===== src/rtl/transition_record_parser_defines.svh =====
// assertion macros shared by the transition record parser rtl
`ifndef TRANSITION_RECORD_PARSER_DEFINES_SVH
`define TRANSITION_RECORD_PARSER_DEFINES_SVH

// condition that must hold at every clock edge out of reset
`define TRP_ASSERT(lbl, cond, msg) \
  lbl: assert property (@(posedge clk) disable iff (!rst_n) (cond)) else $error(msg);

// same-cycle implication
`define TRP_ASSERT_IMPL(lbl, ante, cons, msg) \
  lbl: assert property (@(posedge clk) disable iff (!rst_n) (ante) |-> (cons)) \
    else $error(msg);

// next-cycle implication
`define TRP_ASSERT_NEXT(lbl, ante, cons, msg) \
  lbl: assert property (@(posedge clk) disable iff (!rst_n) (ante) |=> (cons)) \
    else $error(msg);

`endif


===== src/rtl/trp_pkg.sv =====
// shared types, constants and codes of the transition record parser
`default_nettype none

package trp_pkg;

  // record layout
  localparam int HEADER_BYTES = 24;
  localparam int MAGIC_BYTES  = 8;
  localparam int MAGIC_IDX_W  = $clog2(MAGIC_BYTES);
  localparam int INDEX_END    = 12;
  localparam int AMOUNT_END   = 20;
  localparam int DLEN_END     = 22;

  // field widths
  localparam int POS_W        = 18;
  localparam int INDEX_W      = 32;
  localparam int AMOUNT_W     = 64;
  localparam int MAX_AMOUNT_W = 63;
  localparam int LEN_W        = 16;

  // configuration port
  localparam int CFG_IDX_W  = 8;
  localparam int CFG_DATA_W = 64;

  localparam logic [MAX_AMOUNT_W-1:0] MAX_AMOUNT_RST = {MAX_AMOUNT_W{1'b1}};
  localparam logic [LEN_W-1:0]        MAX_ELEM_RST   = 16'd520;

  // default depth of the queue between front and back
  localparam int QUEUE_DEPTH_DEF = 2;

  // magic "QQEUTXO1"
  localparam logic [7:0] MAGIC [MAGIC_BYTES] = '{
    8'h51, 8'h51, 8'h45, 8'h55, 8'h54, 8'h58, 8'h4F, 8'h31
  };

  typedef enum logic [CFG_IDX_W-1:0] {
    REG_MAX_AMOUNT       = 8'd0,
    REG_MAX_ELEMENT_SIZE = 8'd1
  } cfg_reg_t;

  typedef enum logic [1:0] {
    PART_NONE      = 2'd0,
    PART_DATUM     = 2'd1,
    PART_VALIDATOR = 2'd2,
    PART_EXCESS    = 2'd3
  } part_t;

  typedef enum logic [2:0] {
    ST_OK           = 3'd0,
    ST_NO_MAGIC     = 3'd1,
    ST_TRUNCATED    = 3'd2,
    ST_AMOUNT_RANGE = 3'd3,
    ST_TOO_LARGE    = 3'd4,
    ST_LEN_MISMATCH = 3'd5
  } status_t;

  // classified byte as handed from front to back
  typedef struct packed {
    part_t                part;
    logic [7:0]           payload_byte;
    logic                 record_end;
    logic                 no_magic;
    logic                 truncated;
    logic                 too_large;
    logic                 len_mismatch;
    logic [INDEX_W-1:0]   target_index;
    logic [AMOUNT_W-1:0]  amount;
    logic [LEN_W-1:0]     datum_length;
    logic [LEN_W-1:0]     validator_length;
  } item_t;

  // registered result
  typedef struct packed {
    part_t                part;
    logic [7:0]           payload_byte;
    logic                 record_end;
    status_t              status;
    logic [INDEX_W-1:0]   target_index;
    logic [AMOUNT_W-1:0]  amount;
    logic [LEN_W-1:0]     datum_length;
    logic [LEN_W-1:0]     validator_length;
  } result_t;

endpackage

`default_nettype wire


===== src/rtl/trp_channels.sv =====
// valid/ready channel interfaces: record bytes, results, configuration writes
`default_nettype none

interface trp_in_if;
  import trp_pkg::*;
  logic       valid;
  logic       ready;
  logic [7:0] data_byte;
  logic       last_byte;
  modport source (output valid, data_byte, last_byte, input ready);
  modport sink   (input valid, data_byte, last_byte, output ready);
endinterface

interface trp_out_if;
  import trp_pkg::*;
  logic                valid;
  logic                ready;
  logic [1:0]          part;
  logic [7:0]          payload_byte;
  logic                record_end;
  logic [2:0]          status;
  logic [INDEX_W-1:0]  target_index;
  logic [AMOUNT_W-1:0] amount;
  logic [LEN_W-1:0]    datum_length;
  logic [LEN_W-1:0]    validator_length;
  modport source (output valid, part, payload_byte, record_end, status, target_index,
                  amount, datum_length, validator_length, input ready);
  modport sink   (input valid, part, payload_byte, record_end, status, target_index,
                  amount, datum_length, validator_length, output ready);
endinterface

interface trp_cfg_if;
  import trp_pkg::*;
  logic                  valid;
  logic                  ready;
  logic [CFG_IDX_W-1:0]  index;
  logic [CFG_DATA_W-1:0] wdata;
  modport source (output valid, index, wdata, input ready);
  modport sink   (input valid, index, wdata, output ready);
endinterface

`default_nettype wire


===== src/rtl/trp_front.sv =====
// front end: byte counter, magic check, header assembly and byte tagging
`default_nettype none

module trp_front (
  input  wire logic                           clk,
  input  wire logic                           rst_n,
  trp_in_if.sink                              in_ch,
  input  wire logic [trp_pkg::LEN_W-1:0]      max_element_size,
  output logic                                wr_valid,
  input  wire logic                           wr_ready,
  output trp_pkg::item_t                      wr_item
);
  import trp_pkg::*;

  logic                accept;
  logic [POS_W-1:0]    pos_r, pos_nxt;
  logic                magic_ok_r, magic_ok_nxt;
  logic [INDEX_W-1:0]  idx_r, idx_nxt;
  logic [AMOUNT_W-1:0] amt_r, amt_nxt;
  logic [LEN_W-1:0]    dlen_r, dlen_nxt;
  logic [LEN_W-1:0]    vlen_r, vlen_nxt;
  logic [LEN_W-1:0]    vlen_fin;
  logic [POS_W-1:0]    datum_end;
  logic [POS_W-1:0]    payload_end;
  logic [POS_W:0]      total;

  // handshake: a request enters whenever the queue has room
  assign in_ch.ready = wr_ready;
  assign wr_valid    = in_ch.valid;
  assign accept      = in_ch.valid & in_ch.ready;

  // payload boundaries measured from the start of the record
  assign datum_end   = POS_W'(HEADER_BYTES) + POS_W'(dlen_r);
  assign payload_end = datum_end + POS_W'(vlen_r);
  assign total       = {1'b0, pos_r} + 1'b1;

  // header assembly, tagging and verdict flags
  always_comb begin
    pos_nxt      = pos_r;
    magic_ok_nxt = magic_ok_r;
    idx_nxt      = idx_r;
    amt_nxt      = amt_r;
    dlen_nxt     = dlen_r;
    vlen_nxt     = vlen_r;

    wr_item              = '0;
    wr_item.part         = PART_NONE;
    wr_item.payload_byte = '0;

    if (pos_r < POS_W'(MAGIC_BYTES)) begin
      if (in_ch.data_byte != MAGIC[pos_r[MAGIC_IDX_W-1:0]]) begin
        magic_ok_nxt = 1'b0;
      end
    end else if (pos_r < POS_W'(INDEX_END)) begin
      idx_nxt = {in_ch.data_byte, idx_r[INDEX_W-1:8]};
    end else if (pos_r < POS_W'(AMOUNT_END)) begin
      amt_nxt = {in_ch.data_byte, amt_r[AMOUNT_W-1:8]};
    end else if (pos_r < POS_W'(DLEN_END)) begin
      dlen_nxt = {in_ch.data_byte, dlen_r[LEN_W-1:8]};
    end else if (pos_r < POS_W'(HEADER_BYTES)) begin
      vlen_nxt = {in_ch.data_byte, vlen_r[LEN_W-1:8]};
    end else begin
      wr_item.payload_byte = in_ch.data_byte;
      if (pos_r < datum_end) begin
        wr_item.part = PART_DATUM;
      end else if (pos_r < payload_end) begin
        wr_item.part = PART_VALIDATOR;
      end else begin
        wr_item.part = PART_EXCESS;
      end
    end

    // validator length including this byte, the last header byte may be in hand
    vlen_fin = vlen_nxt;

    // verdict inputs, only meaningful on the last byte
    wr_item.record_end       = in_ch.last_byte;
    wr_item.no_magic         = (pos_r < POS_W'(MAGIC_BYTES - 1)) | ~magic_ok_nxt;
    wr_item.truncated        = pos_r < POS_W'(HEADER_BYTES - 1);
    wr_item.too_large        = (dlen_r > max_element_size) | (vlen_fin > max_element_size);
    wr_item.len_mismatch     = total != {1'b0, datum_end + POS_W'(vlen_fin)};
    wr_item.target_index     = idx_r;
    wr_item.amount           = amt_r;
    wr_item.datum_length     = dlen_r;
    wr_item.validator_length = vlen_fin;

    // counter: restart after the last byte, saturate otherwise
    if (in_ch.last_byte) begin
      pos_nxt      = '0;
      magic_ok_nxt = 1'b1;
      idx_nxt      = '0;
      amt_nxt      = '0;
      dlen_nxt     = '0;
      vlen_nxt     = '0;
    end else if (pos_r != {POS_W{1'b1}}) begin
      pos_nxt = pos_r + 1'b1;
    end
  end

  // control state
  always_ff @(posedge clk) begin
    if (!rst_n) begin
      pos_r      <= '0;
      magic_ok_r <= 1'b1;
    end else if (accept) begin
      pos_r      <= pos_nxt;
      magic_ok_r <= magic_ok_nxt;
    end
  end

  // header shift registers
  always_ff @(posedge clk) begin
    if (!rst_n) begin
      idx_r  <= '0;
      amt_r  <= '0;
      dlen_r <= '0;
      vlen_r <= '0;
    end else if (accept) begin
      idx_r  <= idx_nxt;
      amt_r  <= amt_nxt;
      dlen_r <= dlen_nxt;
      vlen_r <= vlen_nxt;
    end
  end

endmodule

`default_nettype wire


===== src/rtl/trp_queue.sv =====
// short first-in first-out queue of classified bytes between front and back
`default_nettype none
`include "transition_record_parser_defines.svh"

module trp_queue #(
  parameter int DEPTH = trp_pkg::QUEUE_DEPTH_DEF
) (
  input  wire logic           clk,
  input  wire logic           rst_n,
  input  wire logic           wr_valid,
  output logic                wr_ready,
  input  wire trp_pkg::item_t wr_item,
  output logic                rd_valid,
  input  wire logic           rd_ready,
  output trp_pkg::item_t      rd_item
);
  import trp_pkg::*;

  localparam int PTR_W = (DEPTH > 1) ? $clog2(DEPTH) : 1;
  localparam int CNT_W = $clog2(DEPTH + 1);

  item_t            slot_r [DEPTH];
  logic [PTR_W-1:0] wr_ptr_r, wr_ptr_nxt;
  logic [PTR_W-1:0] rd_ptr_r, rd_ptr_nxt;
  logic [CNT_W-1:0] count_r, count_nxt;
  logic             push;
  logic             pop;

  assign wr_ready = count_r != CNT_W'(DEPTH);
  assign rd_valid = count_r != '0;
  assign push     = wr_valid & wr_ready;
  assign pop      = rd_valid & rd_ready;
  assign rd_item  = slot_r[rd_ptr_r];

  // pointer and fill bookkeeping
  always_comb begin
    wr_ptr_nxt = wr_ptr_r;
    rd_ptr_nxt = rd_ptr_r;
    count_nxt  = count_r;
    if (push) begin
      wr_ptr_nxt = (wr_ptr_r == PTR_W'(DEPTH - 1)) ? '0 : wr_ptr_r + 1'b1;
    end
    if (pop) begin
      rd_ptr_nxt = (rd_ptr_r == PTR_W'(DEPTH - 1)) ? '0 : rd_ptr_r + 1'b1;
    end
    if (push && !pop) begin
      count_nxt = count_r + 1'b1;
    end else if (pop && !push) begin
      count_nxt = count_r - 1'b1;
    end
  end

  always_ff @(posedge clk) begin
    if (!rst_n) begin
      wr_ptr_r <= '0;
      rd_ptr_r <= '0;
      count_r  <= '0;
    end else begin
      wr_ptr_r <= wr_ptr_nxt;
      rd_ptr_r <= rd_ptr_nxt;
      count_r  <= count_nxt;
    end
  end

  // storage
  always_ff @(posedge clk) begin
    if (push) begin
      slot_r[wr_ptr_r] <= wr_item;
    end
  end

  `TRP_ASSERT(a_count_bound, count_r <= CNT_W'(DEPTH), "queue fill beyond depth")
  `TRP_ASSERT_NEXT(a_push_grows, push && !pop, count_r == $past(count_r) + 1'b1, "push lost")
  `TRP_ASSERT_NEXT(a_pop_shrinks, pop && !push, count_r == $past(count_r) - 1'b1, "pop lost")

endmodule

`default_nettype wire


===== src/rtl/trp_back.sv =====
// back end: verdict priority and the registered result stage
`default_nettype none
`include "transition_record_parser_defines.svh"

module trp_back (
  input  wire logic                                clk,
  input  wire logic                                rst_n,
  input  wire logic                                rd_valid,
  output logic                                     rd_ready,
  input  wire trp_pkg::item_t                      rd_item,
  input  wire logic [trp_pkg::MAX_AMOUNT_W-1:0]    max_amount,
  trp_out_if.source                                out_ch
);
  import trp_pkg::*;

  logic    out_valid_r;
  result_t res_r, res_nxt;
  logic    pop;
  logic    amount_big;
  logic    keep_fields;

  // result stage takes a new request whenever it is empty or being drained
  assign rd_ready   = ~out_valid_r | out_ch.ready;
  assign pop        = rd_valid & rd_ready;
  assign amount_big = rd_item.amount > {1'b0, max_amount};

  // verdict in the order of the checks
  always_comb begin
    res_nxt              = '0;
    res_nxt.part         = rd_item.part;
    res_nxt.payload_byte = rd_item.payload_byte;
    res_nxt.record_end   = rd_item.record_end;
    res_nxt.status       = ST_OK;
    if (rd_item.record_end) begin
      if (rd_item.no_magic) begin
        res_nxt.status = ST_NO_MAGIC;
      end else if (rd_item.truncated) begin
        res_nxt.status = ST_TRUNCATED;
      end else if (amount_big) begin
        res_nxt.status = ST_AMOUNT_RANGE;
      end else if (rd_item.too_large) begin
        res_nxt.status = ST_TOO_LARGE;
      end else if (rd_item.len_mismatch) begin
        res_nxt.status = ST_LEN_MISMATCH;
      end else begin
        res_nxt.status = ST_OK;
      end
    end
    keep_fields = rd_item.record_end & ~rd_item.no_magic & ~rd_item.truncated;
    if (keep_fields) begin
      res_nxt.target_index     = rd_item.target_index;
      res_nxt.amount           = rd_item.amount;
      res_nxt.datum_length     = rd_item.datum_length;
      res_nxt.validator_length = rd_item.validator_length;
    end
  end

  // output valid
  always_ff @(posedge clk) begin
    if (!rst_n) begin
      out_valid_r <= 1'b0;
    end else if (pop) begin
      out_valid_r <= 1'b1;
    end else if (out_ch.ready) begin
      out_valid_r <= 1'b0;
    end
  end

  // output payload
  always_ff @(posedge clk) begin
    if (pop) begin
      res_r <= res_nxt;
    end
  end

  assign out_ch.valid            = out_valid_r;
  assign out_ch.part             = res_r.part;
  assign out_ch.payload_byte     = res_r.payload_byte;
  assign out_ch.record_end       = res_r.record_end;
  assign out_ch.status           = res_r.status;
  assign out_ch.target_index     = res_r.target_index;
  assign out_ch.amount           = res_r.amount;
  assign out_ch.datum_length     = res_r.datum_length;
  assign out_ch.validator_length = res_r.validator_length;

  `TRP_ASSERT_NEXT(a_fill_empty_stage, rd_valid && !out_valid_r, out_valid_r, "stage not filled")
  `TRP_ASSERT_IMPL(a_mid_record_ok, out_valid_r && !res_r.record_end,
                   res_r.status == ST_OK, "verdict off record end")
  `TRP_ASSERT_IMPL(a_early_fields_zero,
                   out_valid_r && (res_r.status == ST_NO_MAGIC || res_r.status == ST_TRUNCATED),
                   res_r.amount == '0 && res_r.target_index == '0, "header fields leak")

endmodule

`default_nettype wire


===== src/rtl/transition_record_parser.sv =====
// Transition record parser top level: configuration registers, front, queue, back.
//
// in_ch takes one record byte per request, with last_byte set on the final byte.
// out_ch gives one result per input byte, in order: header bytes come out as
// part none, payload bytes tagged datum, validator or excess, and the final
// byte also carries record_end, the status and the decoded header fields.
// Payload results precede the verdict; drop them unless the status is ok.
// cfg_ch writes max_amount (index 0) or max_element_size (index 1) and is
// always ready; other indexes are ignored. Write only while the block is idle.
// A byte accepted on in_ch goes into the queue, then the result register, which
// offers it on out_ch. Throughput: one byte per cycle while out_ch is ready, set
// by the front step (counter and shift registers) and the result register.
// A stalled receiver holds the result register; the queue between front and
// back absorbs QUEUE_DEPTH further bytes before in_ch.ready drops.
// Reset (rst_n low, synchronous) empties the queue and result stage, restarts
// the byte counter and restores the register defaults.
`default_nettype none

module transition_record_parser #(
  parameter int QUEUE_DEPTH = trp_pkg::QUEUE_DEPTH_DEF
) (
  input  wire logic  clk,
  input  wire logic  rst_n,
  trp_in_if.sink     in_ch,
  trp_out_if.source  out_ch,
  trp_cfg_if.sink    cfg_ch
);
  import trp_pkg::*;

  logic [MAX_AMOUNT_W-1:0] max_amount_r;
  logic [LEN_W-1:0]        max_elem_r;
  logic                    q_wr_valid;
  logic                    q_wr_ready;
  item_t                   q_wr_item;
  logic                    q_rd_valid;
  logic                    q_rd_ready;
  item_t                   q_rd_item;

  // configuration registers
  assign cfg_ch.ready = 1'b1;

  always_ff @(posedge clk) begin
    if (!rst_n) begin
      max_amount_r <= MAX_AMOUNT_RST;
      max_elem_r   <= MAX_ELEM_RST;
    end else if (cfg_ch.valid && cfg_ch.ready) begin
      case (cfg_ch.index)
        REG_MAX_AMOUNT:       max_amount_r <= cfg_ch.wdata[MAX_AMOUNT_W-1:0];
        REG_MAX_ELEMENT_SIZE: max_elem_r   <= cfg_ch.wdata[LEN_W-1:0];
        default: begin
        end
      endcase
    end
  end

  // byte classification
  trp_front u_front (
    .clk              (clk),
    .rst_n            (rst_n),
    .in_ch            (in_ch),
    .max_element_size (max_elem_r),
    .wr_valid         (q_wr_valid),
    .wr_ready         (q_wr_ready),
    .wr_item          (q_wr_item)
  );

  // decoupling queue
  trp_queue #(
    .DEPTH (QUEUE_DEPTH)
  ) u_queue (
    .clk      (clk),
    .rst_n    (rst_n),
    .wr_valid (q_wr_valid),
    .wr_ready (q_wr_ready),
    .wr_item  (q_wr_item),
    .rd_valid (q_rd_valid),
    .rd_ready (q_rd_ready),
    .rd_item  (q_rd_item)
  );

  // verdict and result stage
  trp_back u_back (
    .clk        (clk),
    .rst_n      (rst_n),
    .rd_valid   (q_rd_valid),
    .rd_ready   (q_rd_ready),
    .rd_item    (q_rd_item),
    .max_amount (max_amount_r),
    .out_ch     (out_ch)
  );

endmodule

`default_nettype wire


===== src/flat_wrapper.sv =====
// flat-port wrapper written by rule: the top's interface ports become plain ports
module transition_record_parser_flat import trp_pkg::*;
#(
  parameter int QUEUE_DEPTH = trp_pkg::QUEUE_DEPTH_DEF
)
  (clk, rst_n, in_ch_valid, in_ch_data_byte, in_ch_last_byte, in_ch_ready, out_ch_valid, out_ch_part, out_ch_payload_byte, out_ch_record_end, out_ch_status, out_ch_target_index, out_ch_amount, out_ch_datum_length, out_ch_validator_length, out_ch_ready, cfg_ch_valid, cfg_ch_index, cfg_ch_wdata, cfg_ch_ready);
  trp_in_if in_ch_i ();
  trp_out_if out_ch_i ();
  trp_cfg_if cfg_ch_i ();
  input  wire logic clk;
  input  wire logic rst_n;
  input wire logic [$bits(in_ch_i.valid)-1:0] in_ch_valid;
  input wire logic [$bits(in_ch_i.data_byte)-1:0] in_ch_data_byte;
  input wire logic [$bits(in_ch_i.last_byte)-1:0] in_ch_last_byte;
  output wire logic [$bits(in_ch_i.ready)-1:0] in_ch_ready;
  output wire logic [$bits(out_ch_i.valid)-1:0] out_ch_valid;
  output wire logic [$bits(out_ch_i.part)-1:0] out_ch_part;
  output wire logic [$bits(out_ch_i.payload_byte)-1:0] out_ch_payload_byte;
  output wire logic [$bits(out_ch_i.record_end)-1:0] out_ch_record_end;
  output wire logic [$bits(out_ch_i.status)-1:0] out_ch_status;
  output wire logic [$bits(out_ch_i.target_index)-1:0] out_ch_target_index;
  output wire logic [$bits(out_ch_i.amount)-1:0] out_ch_amount;
  output wire logic [$bits(out_ch_i.datum_length)-1:0] out_ch_datum_length;
  output wire logic [$bits(out_ch_i.validator_length)-1:0] out_ch_validator_length;
  input wire logic [$bits(out_ch_i.ready)-1:0] out_ch_ready;
  input wire logic [$bits(cfg_ch_i.valid)-1:0] cfg_ch_valid;
  input wire logic [$bits(cfg_ch_i.index)-1:0] cfg_ch_index;
  input wire logic [$bits(cfg_ch_i.wdata)-1:0] cfg_ch_wdata;
  output wire logic [$bits(cfg_ch_i.ready)-1:0] cfg_ch_ready;
  assign in_ch_i.valid = in_ch_valid;
  assign in_ch_i.data_byte = in_ch_data_byte;
  assign in_ch_i.last_byte = in_ch_last_byte;
  assign in_ch_ready = in_ch_i.ready;
  assign out_ch_valid = out_ch_i.valid;
  assign out_ch_part = out_ch_i.part;
  assign out_ch_payload_byte = out_ch_i.payload_byte;
  assign out_ch_record_end = out_ch_i.record_end;
  assign out_ch_status = out_ch_i.status;
  assign out_ch_target_index = out_ch_i.target_index;
  assign out_ch_amount = out_ch_i.amount;
  assign out_ch_datum_length = out_ch_i.datum_length;
  assign out_ch_validator_length = out_ch_i.validator_length;
  assign out_ch_i.ready = out_ch_ready;
  assign cfg_ch_i.valid = cfg_ch_valid;
  assign cfg_ch_i.index = cfg_ch_index;
  assign cfg_ch_i.wdata = cfg_ch_wdata;
  assign cfg_ch_ready = cfg_ch_i.ready;
  transition_record_parser #(.QUEUE_DEPTH(QUEUE_DEPTH)) u_core (.clk(clk), .rst_n(rst_n), .in_ch(in_ch_i), .out_ch(out_ch_i), .cfg_ch(cfg_ch_i));
endmodule

===== config.mk =====
export PLATFORM = sky130hd
export DESIGN_NAME = transition_record_parser_flat
export DESIGN_NICKNAME = d
export VERILOG_FILES = /design/src/rtl/trp_pkg.sv /design/src/rtl/trp_channels.sv /design/src/rtl/trp_front.sv /design/src/rtl/trp_queue.sv /design/src/rtl/trp_back.sv /design/src/rtl/transition_record_parser.sv /design/src/flat_wrapper.sv
export VERILOG_INCLUDE_DIRS = /design/src /design/src/rtl
export SDC_FILE = /design/constraint.sdc
export NUM_CORES = 1
export LEC_CHECK = 0
export ABC_AREA = 1
export BUFFER_PORTS_ARGS = -buffer_cell sky130_fd_sc_hd__buf_2
export CORE_MARGIN = 2
export CORE_UTILIZATION = 25
export CTS_CLUSTER_DIAMETER = 60
export DETAILED_ROUTE_END_ITERATION = 8
export PLACE_DENSITY = 0.37
export SETUP_SLACK_MARGIN = 0.1
export SYNTH_ARGS = -nofsm -noshare
export SYNTH_HDL_FRONTEND = slang
export SYNTH_SLANG_ARGS = --single-unit
export TNS_END_PERCENT = 20

===== constraint.sdc =====
create_clock -name clk -period 11.33 [get_ports clk]
set_input_delay 2.266 -clock clk [delete_from_list [all_inputs] [get_ports clk]]
set_output_delay 2.266 -clock clk [all_outputs]
set_load 0.02 [all_outputs]

==> out/metrics.cfg, run 1 <==
[status]
status = finished clean

[timing]
worst_slew_pin_slew_ns = 1.03
finalHoldViolCount = 0
fmax_mhz = 194
fin_crit_sh_pct = 45.5
tns_ns = 0
maxSlewViolCount = 0
rsz0062_at_grt = no
slew_headroom_pct = 31.6
hold_ws_ns = 0.439
setup_viol = 0
fin_crit_ns = 5.15
finClkSkew_ns = 0.0304

[logic_synthesis]
synth_edf_count = 428
synth_fp_nets = 3364
avgSynthCellArea_um2 = 9.71
yosys_warnings = 0
ys_seq_elements = 660
ys_seq_area_share_pct = 58.0
syn_inst = 3106
async_flop_share_pct = 0
synth.distinct_cells = 53
syn-cell-area_um2 = 30200
synth_flop_cell = edfxtp_1

[worst_setup_path]
path_cells = inv_1 -> ha_1 -> nor3_1 -> inv_1 -> nor2_1 -> inv_1 -> nor2_1 -> nand3_1 -> nor2_1 -> xnor2_1 -> inv_1 -> ha_1 -> nand2_1 -> nor2_1 -> nand3_1 -> a21oi_1 -> o21ai_0 -> ha_1 -> nand2_1 -> inv_1 -> nand3_1 -> nor3_1 -> nand4_1 -> a41oi_1
critPathLaunchType = register
required_ns = 11.73
path_common_cell = inv_1
critical-path-max-stage-delay_ns = 0.49
crit_fanout = 5
crit_path_end_kind = register
worstPathArrival_ns = 5.56
cp_slowest_cell = dfxtp_1
critPathKind = reg2reg

[drt]
antenna_left = 0
wirelength_um = 96300
drt_iter0_drc = 1377
drtPass1Iterations = 6
drc = 0
wire_per_inst_um = 19.2
viasPerCell = 4.40
vias = 22000

[clocking]
cts.sinks = 660
cts_tree = done
cts_resized = 0
htreeDepth = 3
cts_buffer_depth = 3
root_buffer = clkbuf_16
clkLatencyLatePin_ns = 0.68
cts_hold_buffers = 0
path_clk_slew_ns = 0.06
numCtsBuffers = 91
post_cts_buffers = 0

[global_route]
grt_overflow_total = 0
grt_start_max_net_pins = 145
track_usage_pct = 15.4
grt_pass1_vias = 21200
grt_pass1_wl_um = 141000
antenna_found_initial = 13

[floorplanning]
start_util_pct = 25.2
ios = 231
row_count = 127
core_um2 = 120000
die_w_um = 351
dieHeight_um = 351
die-area_um2 = 123000

[placement]
gp_congestion = 0.816
io_buffers = 228
placed_area_um2 = 33000
place_hpwl_um = 64800
dp.cells = 4830

[power]
comb_power_share_pct = 21.3
vdd_drop_max_v = 0.000149
clkPwrFrac_pct = 37.8
power_frac_seq_pct = 40.9
p_leak_nw = 15.2
p_per_area_nw_per_um2 = 220
p_sw_w = 0.00262
p_sw_share_pct = 33.0
internal-power_w = 0.00533

[final_layout]
nFillCells = 12700
final_cells = 5003
syn2layout_area_growth_pct = 19.9
drive_gt1_share_pct = 15.4
fin_area_um2 = 36200
final_nets = 3569

[min_path]
hold_path.class = reg2reg

[flow_run]
drv_cap = 0

-- critical path: cells and delay by family, from the launching register on --
family                     cells  cell delay, ns
and+or+nand+nor               12            1.96
adders and majority gates      3            0.96
AOI/OAI and AO/OA              3            0.72
buffers and inverters          5            0.54
DFF                            1            0.49
xor gates and xnor gates       1            0.20
-- power groups by stage --
stage | clock, W | combinational, W | sequential, W
after CTS | 0.00309 | 0.00176 | 0.00326
after global routing | 0.00319 | 0.00190 | 0.00330
after floorplan | 0 | 0.000820 | 0.00363
after global placement | 0 | 0.00176 | 0.00331
after detailed placement | 0 | 0.00175 | 0.00331
final | 0.00300 | 0.00169 | 0.00325
-- cell type report --
class,instances,area [um^2],share of cell area (%)
Clock buffer,118,2500,6.92
Clock inverter,54,689,1.91
Tap cell,1612,2020,5.58
Inverter,324,1220,3.37
Multi-Input combinational cell,1981,10900,30.1
Timing Repair Buffer,253,1360,3.75
Antenna cell,1,2.50,0.00692
Sequential cell,660,17500,48.4
-- cells in the mapped netlist, types with 12 or more instances --
library cell	n	area [um^2]
xnor2_1	14	123
buf_2	33	165
nand3_1	186	931
or2_2	66	413
o21ai_0	179	896
nor2_1	237	890
clkbuf_1	99	372
xor2_1	23	201
nor3_1	18	90.1
ha_1	170	2130
dfxtp_1	232	4640
nand4_1	78	488
edfxtp_1	428	12900
nand2_1	596	2240
a21oi_1	299	1500
inv_1	317	1190
a211oi_1	12	90.1
-- logic make-up after synthesis --
| logic type | share of synthesized area, % |
|---|---|
| AND/OR/NAND/NOR | 17.5 |
| buffers and inverters | 6.07 |
| XOR/XNOR | 1.07 |
| flip-flops | 58.0 |
| adder cells (fa/ha/maj) | 7.19 |
| AO/OA/AOI/OAI | 9.71 |
| multiplexers | 0.394 |
| other | 0.0124 |
-- flip-flops by register name (all words and copies together) (netlist names), named ones only --
name and count:
u_core.u_queue.rd_ptr_r 1, u_core.u_back.out_ch.datum_length 16, u_core.u_back.out_ch.valid 1, u_core.u_back.out_ch.validator_length 16, u_core.u_queue.wr_ptr_r 1, u_core.u_front.pos_r 18, u_core.u_back.out_ch.part 2, u_core.u_queue.slot_r 286
u_core.u_front.magic_ok_r 1, u_core.max_amount_r 63, u_core.u_front.dlen_r 16, u_core.u_front.amt_r 64, u_core.u_back.out_ch.target_index 32, u_core.u_front.vlen_r 16, u_core.u_back.out_ch.record_end 1, u_core.u_front.idx_r 32
u_core.max_elem_r 16, u_core.u_back.out_ch.amount 64, u_core.u_back.out_ch.status 3, u_core.u_queue.count_r 2, u_core.u_back.out_ch.payload_byte 8
-- through the flow --
| step | worst slack [ns] | utilization [%] | power [W] |
|---|---|---|---|
| 2_1_floorplan | 0.702 | - | 0.00445 |
| 4_1_cts | 5.93 | 30.2 | 0.00812 |
| 3_3_place_gp | 5.96 | 27.5 | 0.00507 |
| 3_5_place_dp | 5.99 | 27.5 | 0.00506 |
| 5_1_grt | 5.55 | 30.2 | 0.00839 |
| 6_report | 6.18 | 30.2 | 0.00795 |
-- cell usage in the layout, fill, tap and decap left out, drive strengths merged, types with 2 or more instances in the layout --
master / instances
nand2: 608
nand3b: 6
o21ai: 188
nor3: 21
xnor2: 14
nand4: 79
clkinv: 25
ha: 170
or2: 66
buf: 253
a21o: 8
inv: 339
a211oi: 12
nor2: 241
dfxtp: 232
o21bai: 2
a21oi: 310
mux2i: 4
clkinvlp: 4
o211ai: 6
o31ai: 3
edfxtp: 428
clkbuf: 118
bufinv: 10
nand3: 186
xor2: 23
fa: 2
mux2: 7
nor4: 4
o2111ai: 4
o21a: 7
-- final timing paths --
check	end	startpoint	slack (ns)	cells after the start
worst min-delay path	register	u_core.u_queue.rd_ptr_r$_SDFFE_PN0P_	0.44	1
worst min register to register	register	u_core.u_queue.rd_ptr_r$_SDFFE_PN0P_	0.44	1
worst max-delay path	u_core.u_queue.slot_r[0][141]$_DFFE_PP_	u_core.u_front.dlen_r[3]$_SDFFE_PN0P_	6.18	24
worst max register to register	u_core.u_queue.slot_r[0][141]$_DFFE_PP_	u_core.u_front.dlen_r[3]$_SDFFE_PN0P_	6.18	24
-- routing by layer --
metal / track usage [%] / share of wire [%]
met1: 22.0 / 50
met2: 23.8 / 44
met3: 2.72 / 4.5
met4: 3.74 / 1.6
met5: 0 / 0.11
Power figures use the tool's default switching activity.
==> run 2: changes to the inputs <==
--- a/config.mk
+++ b/config.mk
@@ -12,7 +12,7 @@
 export CORE_UTILIZATION = 25
 export CTS_CLUSTER_DIAMETER = 60
 export DETAILED_ROUTE_END_ITERATION = 8
-export PLACE_DENSITY = 0.37
+export PLACE_DENSITY = 0.38
 export SETUP_SLACK_MARGIN = 0.1
 export SYNTH_ARGS = -nofsm -noshare
 export SYNTH_HDL_FRONTEND = slang
==> constraint.sdc (replaced) <==
create_clock -name clk -period 4.45 [get_ports clk]
set_input_delay 0.89 -clock clk [delete_from_list [all_inputs] [get_ports clk]]
set_output_delay 0.89 -clock clk [all_outputs]
set_load 0.02 [all_outputs]
==> out/metrics.cfg, run 2 (synthesis results as in run 1) <==
[worst_setup_path]
required_ns = 4.86  ; -6.87 ns
reg2reg_from = u_core.u_front.dlen_r[3]$_SDFFE_PN0P_
reg2reg_slack_ns = 0.43  ; -5.75 ns
r2r_end = u_core.u_queue.slot_r[1][141]$_DFFE_PP_
critPathKind = reg2reg
worstPathArrival_ns = 4.42  ; -1.14 ns
crit_fanout = 4  ; -1
crit_path_end_kind = register
reg2reg_depth = 22  ; -8.3%
startpoint = u_core.u_front.dlen_r[3]$_SDFFE_PN0P_
critPathLaunchType = register

[clocking]
cts_buffer_depth = 3  ; unchanged
cts.sinks = 660  ; unchanged
cts_hold_buffers = 0  ; unchanged
path_clk_slew_ns = 0.06  ; about the same
htreeDepth = 3  ; unchanged
cts_tree = done
post_cts_buffers = 0  ; unchanged
root_buffer = clkbuf_16
clkLatencyLatePin_ns = 0.67  ; about the same
numCtsBuffers = 89  ; -2.2%

[power]
p_leak_nw = 15.6  ; +2.8%
vdd_drop_max_v = 0.000359  ; +140%
p_sw_w = 0.00654  ; +150%
comb_power_share_pct = 23.1  ; +1.8 points
clkPwrFrac_pct = 35.5  ; -2.3 points
power_frac_seq_pct = 41.4  ; +0.5 points
p_sw_share_pct = 33.1  ; +0.096 points
p_per_area_nw_per_um2 = 537  ; +140%
internal-power_w = 0.0132  ; +150%

[timing]
fin_crit_sh_pct = 90.3  ; +45 points
finalHoldViolCount = 0  ; unchanged
tns_ns = 0  ; unchanged
rsz0062_at_grt = no
hold_ws_ns = 0.442  ; +0.00310 ns
slew_headroom_pct = 37.7  ; +6.0 points
setup_viol = 0  ; unchanged
fin_crit_ns = 4.02  ; -1.13 ns
fmax_mhz = 249  ; +28%
finClkSkew_ns = 0.0276  ; -0.00276 ns
maxSlewViolCount = 0  ; unchanged
worst_slew_pin_slew_ns = 0.933  ; -0.0929 ns

[floorplanning]
dieHeight_um = 351  ; unchanged
start_util_pct = 25.2  ; unchanged
die_w_um = 351  ; unchanged
die-area_um2 = 123000  ; unchanged
core_um2 = 120000  ; unchanged
ios = 231  ; unchanged
row_count = 127  ; unchanged

[global_route]
grt_overflow_total = 0  ; unchanged
antenna_found_initial = 13  ; unchanged
track_usage_pct = 15.7  ; +0.38 points
grt_pass1_wl_um = 144000  ; +1.9%
grt_pass1_vias = 21500  ; +1.4%
grt_start_max_net_pins = 92  ; -37%

[drt]
vias = 22400  ; +1.8%
drc = 0  ; unchanged
viasPerCell = 4.39  ; -0.15%
wirelength_um = 98000  ; +1.8%
wire_per_inst_um = 19.2  ; -0.17%
drtPass1Iterations = 5  ; -1
drt_iter0_drc = 1400  ; +1.7%
antenna_left = 0  ; unchanged

[final_layout]
top_register = u_core.u_queue.slot_r
largest_reg_flops = 286  ; unchanged
final_nets = 3672  ; +2.9%
layout_commonest_cell = nand2_1
drive_gt1_share_pct = 18.1  ; +2.7 points
fin_area_um2 = 36800  ; +1.9%
layout_common_cells = 596 x nand2_1, 428 x edfxtp_1, 315 x inv_1
syn2layout_area_growth_pct = 22.2
nFillCells = 12700  ; +0.58%

[min_path]
hold_end = u_core.u_queue.slot_r[1][35]$_DFFE_PP_
worstHoldStart = u_core.u_front.amt_r[3]$_SDFFE_PN0P_
min_path_cells = 0  ; -1
hold_path.class = reg2reg

[flow_run]
drv_cap = 0  ; unchanged

[placement]
io_buffers = 228  ; unchanged
placed_area_um2 = 33900  ; +2.7%
place_hpwl_um = 68800  ; +6.2%
gp_congestion = 0.850  ; +4.1%

[status]
status = finished clean

run 2: cell types whose count changed in the layout (fill, tap and decap cells not counted), sizes merged:
cell / previous run / this run
buf: 253 / 358
clkinvlp: 4 / 2
clkinv: 25 / 27
diode: 1 / 2
clkbuf: 118 / 119
bufinv: 10 / 5
inv: 339 / 336
run 2: how the worst max path moves through the flow:
stage                                               to  depth (start not counted)
5_1_grt        u_core.u_queue.slot_r[1][141]$_DFFE_PP_                         26
2_1_floorplan    u_core.u_queue.slot_r[0][0]$_DFFE_PP_                          4
6_report       u_core.u_queue.slot_r[1][141]$_DFFE_PP_                         22
4_1_cts        u_core.u_queue.slot_r[1][141]$_DFFE_PP_                         26
3_3_place_gp   u_core.u_queue.slot_r[1][141]$_DFFE_PP_                         26
3_5_place_dp   u_core.u_queue.slot_r[1][141]$_DFFE_PP_                         26
run 2: metal layers:
metal	up-vias	global-route usage [%]	share of wire, %
li1	11200	-	-
met1	10600	22.3	48
met2	438	24.5	45
met3	112	3.01	5.1
met4	16	4.12	1.8
met5	-	0	0.10
run 2: layout make-up:
cell class,count,area [um^2],area share (%)
Timing Repair Buffer,358,2260,6.13
Sequential cell,660,17500,47.5
Tap cell,1612,2020,5.48
Multi-Input combinational cell,1981,10900,29.7
Antenna cell,2,5.00,0.0136
Clock inverter,46,467,1.27
Inverter,324,1220,3.31
Clock buffer,119,2420,6.58
run 2: per-stage QoR:
step	worst slack [ns]	utilization (%)	total power [W]	std cells
detailed placement	0.270	28.3	0.0130	4935
CTS	0.195	30.7	0.0202	5100
finish	0.431	30.7	0.0198	5102
global route	0.112	30.7	0.0209	5100
global placement	0.237	28.3	0.0130	4935
floorplan	-1.12	-	0.0111	3106
run 2: worst max-delay path, cell delays in order, from the launching register on:
cell     delay (ns)
dfxtp_1        0.33
inv_1          0.06
buf_4          0.15
a21oi_2        0.19
nand3_2        0.12
nor2_2         0.13
nand2_1        0.10
nor2_1         0.12
xor2_1         0.22
inv_1          0.12
ha_1           0.32
a21oi_1        0.15
o21ai_0        0.09
a21oi_1        0.22
nand2_1        0.10
xor2_1         0.20
ha_1           0.28
a21oi_1        0.13
o21ai_0        0.14
a21oi_1        0.16
buf_4          0.13
a41oi_1        0.12
buf_4          0.17
run 2: timing repair:
item	4_1_cts	5_1_grt
endpoints found under the hold margin	0	0
setup endpoints to repair	0	2
resized for setup	0	16
run 2: power by group through the flow:
stage                     Clock (W)  Combinational [W]  Sequential, W
after global placement            0            0.00471        0.00833
after global routing        0.00749            0.00510        0.00829
after CTS                   0.00726            0.00474        0.00820
after floorplan                   0            0.00209        0.00902
final                       0.00702            0.00458        0.00819
after detailed placement          0            0.00472        0.00832
==> run 3: changes to the inputs <==
--- a/config.mk
+++ b/config.mk
@@ -12,9 +12,11 @@
 export CORE_UTILIZATION = 25
 export CTS_CLUSTER_DIAMETER = 60
 export DETAILED_ROUTE_END_ITERATION = 8
+export GPL_TIMING_DRIVEN = 0
 export PLACE_DENSITY = 0.38
 export SETUP_SLACK_MARGIN = 0.1
 export SYNTH_ARGS = -nofsm -noshare
 export SYNTH_HDL_FRONTEND = slang
+export SYNTH_HIERARCHICAL = 1
 export SYNTH_SLANG_ARGS = --single-unit
 export TNS_END_PERCENT = 20
==> out/metrics.cfg, run 3 <==
[floorplanning]
start_util_pct = 25.1  ; -0.039 points
row_count = 129  ; +1.6%
dieHeight_um = 356  ; +1.4%
die-area_um2 = 127000  ; +2.7%
die_w_um = 356  ; +1.4%
core_um2 = 123000  ; +2.9%
ios = 231  ; unchanged

[logic_synthesis]
ys_seq_elements = 660  ; unchanged
yosysMostFrequentCell = nand2_1
synth.top_cell.area_share_pct = 41.5  ; -1.1 points
ys_seq_area_share_pct = 56.5  ; -1.6 points
yosys.area.top_type = edfxtp_1
synth_fp_nets = 3343  ; -0.62%
avgSynthCellArea_um2 = 10.0  ; +3.5%
synth_edf_count = 428  ; unchanged
async_flop_share_pct = 0  ; unchanged
synth.distinct_cells = 54  ; +1.9%
syn_inst = 3085  ; -0.68%
synth_flop_cell = edfxtp_1
synth_area_leaders = edfxtp_1 41%, dfxtp_1 15%, nand2_1 8.0%
syn-cell-area_um2 = 31000  ; +2.8%
yosys_warnings = 6  ; +6
ys_top_cells_by_count = 657 x nand2_1, 428 x edfxtp_1, 385 x inv_1, 285 x nor2_1, 232 x dfxtp_1

[power]
p_sw_share_pct = 31.2  ; -1.8 points
comb_power_share_pct = 24.4  ; +1.3 points
p_sw_w = 0.00638  ; -2.5%
vdd_drop_max_v = 0.000346  ; -3.6%
power_frac_seq_pct = 39.5  ; -1.9 points
clkPwrFrac_pct = 36.2  ; +0.7 points
p_per_area_nw_per_um2 = 538  ; about the same
internal-power_w = 0.0140  ; +6.0%
p_total_w = 0.0204  ; +3.2%
p_leak_nw = 16.4  ; +5.1%

[final_layout]
layout_commonest_cell = nand2_1
final_nets = 3696  ; +0.65%
top_register = u_core/u_queue/slot_r
final_util_pct = 30.8  ; +0.056 points
largest_reg_flops = 286  ; unchanged
layout_common_cells = 657 x nand2_1, 428 x edfxtp_1, 382 x inv_1
antenna_cells = 0  ; -2
syn2layout_area_growth_pct = 22.6
nFillCells = 13000  ; +2.2%
drive_gt1_share_pct = 19.4  ; +1.3 points

[timing]
fin_crit_sh_pct = 94.3  ; +3.9 points
fin_crit_ns = 4.19  ; +0.175 ns
maxSlewViolCount = 0  ; unchanged
fmax_mhz = 238  ; -4.2%
final.setup.worst_slack_ns = 0.255  ; -0.175 ns
worst_slew_pin_slew_ns = 1.15  ; +0.220 ns
rsz0062_at_grt = yes
finClkSkew_ns = 0.0297  ; +0.00206 ns
finalHoldViolCount = 0  ; unchanged
setup_viol = 0  ; unchanged
hold_ws_ns = 0.422  ; -0.0203 ns
slew_headroom_pct = 23.2  ; -14 points

[clocking]
cts_tree = done
path_clk_slew_ns = 0.06  ; about the same
numCtsBuffers = 91  ; +2.2%
root_buffer = clkbuf_16
htreeDepth = 3  ; unchanged
cts_hold_buffers = 0  ; unchanged
cts_buffer_depth = 3  ; unchanged
clkLatencyLatePin_ns = 0.65  ; -0.02 ns
cts.sinks = 660  ; unchanged

[worst_setup_path]
critPathKind = reg2reg
crit_fanout = 4  ; unchanged
reg2reg_depth = 19  ; -14%
worstPathArrival_ns = 4.69  ; +0.27 ns
path_common_cell = nand2_1
reg2reg_from = u_core/u_front/dlen_r[3]$_SDFFE_PN0P_
cp_slowest_cell = xnor2_1
r2r_end = u_core/u_queue/slot_r[0][141]$_DFFE_PP_
critPathLaunchType = register
critical-path-max-stage-delay_ns = 0.43  ; +0.10 ns
required_ns = 4.94  ; +0.08 ns
reg2reg_slack_ns = 0.26  ; -0.18 ns
path_cells = clkinvlp_4 -> ha_2 -> xnor2_1 -> ha_1 -> a21o_1 -> a21oi_1 -> o21ai_2 -> nand3_1 -> o21ai_2 -> nand2_1 -> nand2_1 -> nand2_1 -> nand2_1 -> ha_1 -> nand4_1 -> nor3_4 -> nand3_1 -> o211a_1 -> a21oi_2
crit_path_end_kind = register

[min_path]
worstHoldStart = in_ch_last_byte
hold_path.class = in2reg
hold_end = u_core/u_queue/slot_r[0][132]$_DFFE_PP_
min_path_cells = 1  ; +1

[drt]
drc = 0  ; unchanged
wire_per_inst_um = 18.7  ; -2.7%
drt_iter0_drc = 1305  ; -6.8%
wirelength_um = 96300  ; -1.7%
antenna_left = 0  ; unchanged
vias = 22000  ; -1.7%
viasPerCell = 4.28  ; -2.7%
drtPass1Iterations = 6  ; +1

[placement]
dp_slack_ns = -0.674  ; -0.944 ns
place_hpwl_um = 73200  ; +6.4%
io_buffers = 227  ; -0.44%
gp_congestion = 0.826  ; -2.8%

[global_route]
grt_pass1_vias = 21700  ; +0.67%
antenna_found_initial = 3  ; -10
grt_start_max_net_pins = 29  ; -68%
grt_busiest_layer = met2
grt_use_met1_pct = 19.5  ; -2.8 points
grt_overflow_total = 0  ; unchanged
track_usage_pct = 15.0  ; -0.78 points
use_met2_pct = 25.4  ; +0.93 points
use_met3_pct = 2.30  ; -0.71 points
grt_pass1_wl_um = 141000  ; -2.2%

[flow_run]
drv_cap = 0  ; unchanged

[status]
status = finished clean

-- run 3: power groups by stage --
stage / clock network, W / logic [W] / registers [W]
final: 0.00739 / 0.00497 / 0.00806
after global routing: 0.00790 / 0.00546 / 0.00815
after floorplan: 0 / 0.00246 / 0.00887
after CTS: 0.00765 / 0.00511 / 0.00809
after global placement: 0 / 0.00475 / 0.00845
after detailed placement: 0 / 0.00508 / 0.00821
-- run 3: critical path: cells and delay by family, from the launching register on --
kind	cells	cell delay (ns)
buffers and inverters	1	0.14
DFF	1	0.36
AOI/OAI and AO/OA	6	1.21
and+or+nand+nor	8	0.94
adders and majority gates	3	0.92
xor gates and xnor gates	1	0.43
-- run 3: cell type report --
cell class              instances  area (um^2)  area share [%]
inverters                     394         1480            3.90
flip-flops and latches        660        17500            46.1
plain buffers                 115          684            1.80
clock buffers                 125         2570            6.77
multi-input cells            1916        11500            30.4
well taps                    1637         2050            5.39
repair buffers                260         1630            4.29
clock inverters                47          513            1.35
-- run 3: through the flow --
step	instance area (um^2)	cells	setup TNS, ns
after floorplan	31000	3085	-227.06
after global placement	34200	4949	-1389.19
after detailed placement	34600	4972	-2.44
after CTS	37800	5145	0
after global routing	38000	5154	0
final	38000	5154	0
-- run 3: how the worst max path moves through the flow --
stage | start | endpoint | slack [ns] | depth (start not counted)
3_3_place_gp | in_ch_valid | u_core/u_queue/slot_r[0][50]$_DFFE_PP_ | -4.28 | 4
3_5_place_dp | u_core/u_front/dlen_r[3]$_SDFFE_PN0P_ | u_core/u_queue/slot_r[1][141]$_DFFE_PP_ | -0.67 | 21
2_1_floorplan | in_ch_valid | u_core/u_queue/slot_r[0][0]$_DFFE_PP_ | -0.79 | 3
6_report | u_core/u_front/dlen_r[3]$_SDFFE_PN0P_ | u_core/u_queue/slot_r[0][141]$_DFFE_PP_ | 0.26 | 19
4_1_cts | u_core/u_front/dlen_r[3]$_SDFFE_PN0P_ | u_core/u_queue/slot_r[0][141]$_DFFE_PP_ | 0.03 | 21
5_1_grt | u_core/u_front/dlen_r[3]$_SDFFE_PN0P_ | u_core/u_queue/slot_r[0][141]$_DFFE_PP_ | 0.07 | 21
-- run 3: metal layers --
metal / up-vias / share of wire (%)
met2: 431 / 48
met1: 10400 / 45
met5: - / 0.017
li1: 11000 / -
met4: 2 / 2.5
met3: 131 / 4.0
-- run 3: cell families (layout without fill, tap and decap cells) --
| logic type | count (synthesis) | count (layout) | synth area share [%] |
|---|---|---|---|
| AO/OA/AOI/OAI | 321 | 321 | 5.54 |
| XOR/XNOR | 33 | 33 | 0.933 |
| adder cells (fa/ha/maj) | 172 | 172 | 6.99 |
| buffers and inverters | 509 | 941 | 6.97 |
| flip-flops | 660 | 660 | 56.5 |
| multiplexers | 150 | 150 | 6.30 |
| other | 1 | 1 | 0.0121 |
| AND/OR/NAND/NOR | 1239 | 1239 | 16.8 |
-- run 3: repair_timing --
action | CTS | global route
pin swaps | 1 | 13
endpoints found under the setup margin | 6 | 4
buffers inserted | 1 | 9
gates resized for setup | 20 | 27
